<file path="src/design/histeq_ram.sv">
`timescale 1ns / 1ps
module histeq_ram #(
  parameter int WIDTH = 8,
  parameter int DEPTH = 256
) (
  input  logic                     clk,
  input  logic                     we,
  input  logic [$clog2(DEPTH)-1:0] waddr,
  input  logic [WIDTH-1:0]         wdata,
  input  logic [$clog2(DEPTH)-1:0] raddr,
  output logic [WIDTH-1:0]         rdata
);
  logic [WIDTH-1:0] mem [DEPTH];
  always_ff @(posedge clk) begin
    if (we) mem[waddr] <= wdata;
    rdata <= mem[raddr];
  end
endmodule

</file>
<file path="config.mk">
export PLATFORM = sky130hd
export DESIGN_NAME = histeq_ram
export DESIGN_NICKNAME = d
export VERILOG_FILES = /design/src/design/histeq_ram.sv
export SDC_FILE = /design/constraint.sdc
export NUM_CORES = 2
export LEC_CHECK = 0
export BUFFER_PORTS_ARGS = -buffer_cell sky130_fd_sc_hd__buf_2
export CAP_MARGIN = 15
export CORE_ASPECT_RATIO = 0.6
export CORE_MARGIN = 4
export CORE_UTILIZATION = 45
export DETAILED_ROUTE_END_ITERATION = 16
export GPL_ROUTABILITY_DRIVEN = 0
export PLACE_DENSITY = 0.62
export SLEW_MARGIN = 30
export SYNTH_ARGS = -nofsm -noshare
export SYNTH_HDL_FRONTEND = slang
export SYNTH_SLANG_ARGS = --single-unit
</file>
<file path="constraint.sdc">
create_clock -name clk -period 2.4 [get_ports clk]
set_clock_uncertainty 0.2 [all_clocks]
set_input_delay 0 -clock clk [delete_from_list [all_inputs] [get_ports clk]]
set_output_delay 0 -clock clk [all_outputs]
set_load 0.02 [all_outputs]
</file>
Word-level counts from Yosys, hierarchy flattened
Memory sizes are Yosys's and may differ from the RTL's. A register that Yosys moved wholly into a read port is not among the register bits.
Cells that the tools add are included.
Storage, ports and cells
  latch bits: 0
  memory bits (writable): 2048
  memories: 1
  bits of input ports: 26
  word-level logic and storage cells: 3
  bits in read-only memories: 0
  bits in registers: 0
Memory list
  mem: words 256, bits a word 8, read ports 1, clocked after Yosys merged registers in 1, wr ports 1, RTL line 13  | logic [WIDTH-1:0] mem [DEPTH];
Cells by class
  add/subtract/negate cells: 0
  multipliers: 0
  div/mod/pow operators: 0
  magnitude comparators: 0
  mux-type cells: 2
  bitwise logic cells: 0
  shift-type cells: 0
  reduce and logical (&&, ||, !) cells: 0
  equality and inequality tests: 0
Operators with widths (number)
  1-bit 2-to-1 mux: 2

Logic depth before layout (Yosys ltp)
  depth after elaboration: 2
  depth in mapped cells: 11

Worst setup path before layout
No wires, ideal clock.
  kind: input-to-reg
  start point: in raddr[0]
  end point: reg rdata[2] (read register of mem)
  data required time: 2.069 ns
  slack: 0.262 ns
  setup time: 0.131 ns
  arrival time: 1.807 ns
  cell stages on the path: 9
  path through: buf_6 -> buf_12 -> buf_8 -> buf_2 -> mux4_2 -> a22oi_1 -> a21oi_1 -> nor4_1 -> nor4_2
RTL lines
  start, declared: RTL line 10  | input logic [$clog2(DEPTH)-1:0] raddr,
  end, declared: RTL line 11  | output logic [WIDTH-1:0] rdata

==> impl_metrics.env <==
export IMPL_drive_gt1_frac=0.3244
export IMPL_reg2reg_from="mem[67][2]$_DFFE_PP_"
export IMPL_regArea_sq_um=61660
export IMPL_final_common_cell="edfxtp_1"
export IMPL_die_y_um=333.7
export IMPL_slew_violations=0
export IMPL_required_ns=2.93
export IMPL_root_buffer="clkbuf_16"
export IMPL_ys_ff_latch=2056
export IMPL_synth_top_area_frac=0.7730
export IMPL_nets=4473
export IMPL_fin_area_sq_um=94040
export IMPL_clock_path_buffers=4
export IMPL_drt_iter0_markers=6573
export IMPL_vias=42250
export IMPL_hold_viol=0
export IMPL_syn_to_final_growth_pct=18.21
export IMPL_ys_warn_count=0
export IMPL_grt_start_max_net_pins=89
export IMPL_final_setup_viol_count=4
export IMPL_tritoncts_num_buffers=187
export IMPL_fill_cells=13340
export IMPL_status="complete, but fails checks"
export IMPL_worstSetupEndpoint="rdata[2]$_DFF_P_"
export IMPL_grt_pass1_vias=40900
export IMPL_fp_dieArea_sq_um=183800
export IMPL_h_tree_depth=4
export IMPL_ys_seq_area_frac=0.7750
export IMPL_fin_crit_ns=2.434
export IMPL_cts_tree="yes"
export IMPL_synthMuxAreaShare=0.1462
export IMPL_violations="negative setup slack"
export IMPL_postCtsSetupBuffers=0
export IMPL_initial_core_util=0.4532
export IMPL_grt_total_usage=0.2334
export IMPL_powerDensity_nw_per_um2=783.1
export IMPL_postSynthAreaPerCell_sq_um=21.31
export IMPL_synth_xor_area_frac=0
export IMPL_fmax_mhz=410.8
export IMPL_place_area_sq_um=87340
export IMPL_leakagePower_uw=0.03030
export IMPL_ys_types=55
export IMPL_synth_largest_area_cell="edfxtp_1"
export IMPL_grt_pass1_wl_um=307600
export IMPL_fp_dieW_um=550.8
export IMPL_io_pins=34
export IMPL_hold_path_depth=2
export IMPL_netlist_area_sq_um=79560
export IMPL_ir_drop_uv=645.7
export IMPL_dpl_hpwl_um=142500
export IMPL_syn_num_nets=3759
export IMPL_worstMarginPinSlew_ns=1.053
export IMPL_ys_flop_type="edfxtp_1"
export IMPL_syn_inst=3733
export IMPL_cts_sinks=2056
export IMPL_drv_max_cap_violation_count=0
export IMPL_grt_overflow=0
export IMPL_wl_per_cell_um=30.93
export IMPL_worstSetupEndpointType="flop"
export IMPL_core_area_sq_um=175500
export IMPL_ant_nets=0
export IMPL_routed_wl_um=215000
export IMPL_reg2reg_depth=6
export IMPL_finalPower_uw=73650
export IMPL_synthArstFlopShare=0
export IMPL_clkSlewWorstSetupHoldPaths_ns=0.07
export IMPL_synth_edf_count=2048
export IMPL_slew_headroom=0.2977
export IMPL_antenna_found_initial=9
export IMPL_row_count=119
export IMPL_reg2reg_to="rdata[2]$_DFF_P_"
export IMPL_rsz0062_at_grt="yes"
export IMPL_drt_vias_per_instance=6.079
export IMPL_start_kind="flop"
export IMPL_first_pass_iters=5
export IMPL_post_route_drc_count=0
export IMPL_path_max_fanout=1
export IMPL_clock_latency_ns=0.85
export IMPL_synthSimpleGateAreaFrac=0.02628
export IMPL_multiInputGateArea_sq_um=16840
export IMPL_synth_fa_ha_area_frac=0
export IMPL_finalWorstSetupSlack_ns=-0.03442
export IMPL_arrival_ns=2.97
export IMPL_synth_top_family_by_area="multiplexers"
export IMPL_synth_compound_area_frac=0.03419
export IMPL_layout_common_cells="2048 x edfxtp_1, 620 x buf_4, 454 x mux4_2, 275 x nor2_1, 188 x clkbuf_16"
export IMPL_io_buffers=33
export IMPL_crit_type="reg2reg"
export IMPL_crit_start="mem[67][2]$_DFFE_PP_"
export IMPL_hold_class="in2reg"
export IMPL_worst_r2r_setup_slack_ns=-0.03
export IMPL_synthTopCellsByArea="edfxtp_1 77%, mux4_2 13%, mux2i_1 1.7%"
export IMPL_finalCritPeriodShare=1.014
[worst min path at each step]
stage / startpoint / end / slack [ns]
2_1_floorplan: wdata[0] / mem[0][0]$_DFFE_PP_ / -0.10
3_3_place_gp: wdata[5] / mem[169][5]$_DFFE_PP_ / 0.21
3_5_place_dp: wdata[5] / mem[169][5]$_DFFE_PP_ / 0.21
4_1_cts: wdata[4] / mem[16][4]$_DFFE_PP_ / 0.002
5_1_grt: wdata[4] / mem[16][4]$_DFFE_PP_ / 0.02
6_report: wdata[4] / mem[16][4]$_DFFE_PP_ / 0.03
[synthesized netlist by cell type, types with 3 or more instances]
cell      count
o221ai_1     46
a21oi_1      96
nand3_1      34
buf_8        13
a221oi_1     13
o32ai_1       4
a22o_1        8
buf_4        27
a211oi_1     16
edfxtp_1   2048
dfxtp_1       8
and2_1        6
o211ai_1     10
nor3_1       22
a22oi_1     133
buf_12        8
nor2_1      282
mux2i_1     134
nor4_2        3
o22ai_1      28
or2_2         4
buf_1        22
o21ai_0      10
buf_2        31
buf_6        21
nand2b_1      8
nand2_1      33
nand4_1      10
nor4_1       24
o22a_1        5
nor2b_1      31
clkbuf_1    111
mux4_2      454
[sequential cells by signal (all words and copies together), names as in the netlist]
register,cells
rdata,8
mem,2048
[cells by family (layout without fill, tap and decap cells)]
family          Yosys count  count (layout)
compound gates          385             385
buf+inv                 235            1089
flops                  2056            2056
mux                     591             591
other cells               0               5
simple gates            466             466
[layer usage]
layer  part of all wire  vias to the layer above  GRT usage
li1                   -                    17130          -
met1               0.44                    22300     0.3793
met2               0.41                     2551     0.3085
met3               0.13                      263    0.07390
met4              0.019                        8    0.04441
met5            0.00025                        -          0
[layout make-up]
class / count / area share
inverters: 2 / 0.00007983
flip-flops and latches: 2056 / 0.6556
repair buffers: 758 / 0.07058
well taps: 2359 / 0.03139
clock inverters: 99 / 0.01098
multi-input cells: 1442 / 0.1791
diodes: 5 / 0.0001330
clock buffers: 230 / 0.05213
[worst max-delay path: stages, from the launching register on]
cell,delay [ns]
edfxtp_1,0.38
mux4_2,0.48
mux4_2,0.57
nor2b_1,0.21
nor4_4,0.26
buf_4,0.18
nor4_2,0.04
[power breakdown]
part	internal, uW	switching (uW)	leakage [uW]
sequential	39600	73.7	0.0185
clock	16700	13000	0.00289
combinational	1710	2670	0.00894
total	57900	15700	0.0303
[per-stage QoR]
step	setup slack [ns]	utilization	setup TNS (ns)	instances	hold slack, ns
2_1_floorplan	0.2621	-	0	3733	-0.1011
6_report	-0.03442	0.5357	-0.06679	6951	0.03274
3_5_place_dp	-0.9068	0.4975	-5.325	6580	0.2106
5_1_grt	-0.1112	0.5357	-0.3044	6946	0.01759
3_3_place_gp	-0.9053	0.4975	-5.353	6580	0.2113
4_1_cts	-0.07228	0.5349	-1.028	6948	0.001930
[what timing repair did]
item                                    in CTS  in global routing
endpoints found under the setup margin       8                 95
pin swaps                                   10                 16
hold endpoints to repair                  3281                  0
hold buffers                                41                  0
resized for setup                           34                 29
Note: power is estimated with default switching activity, not from simulation.
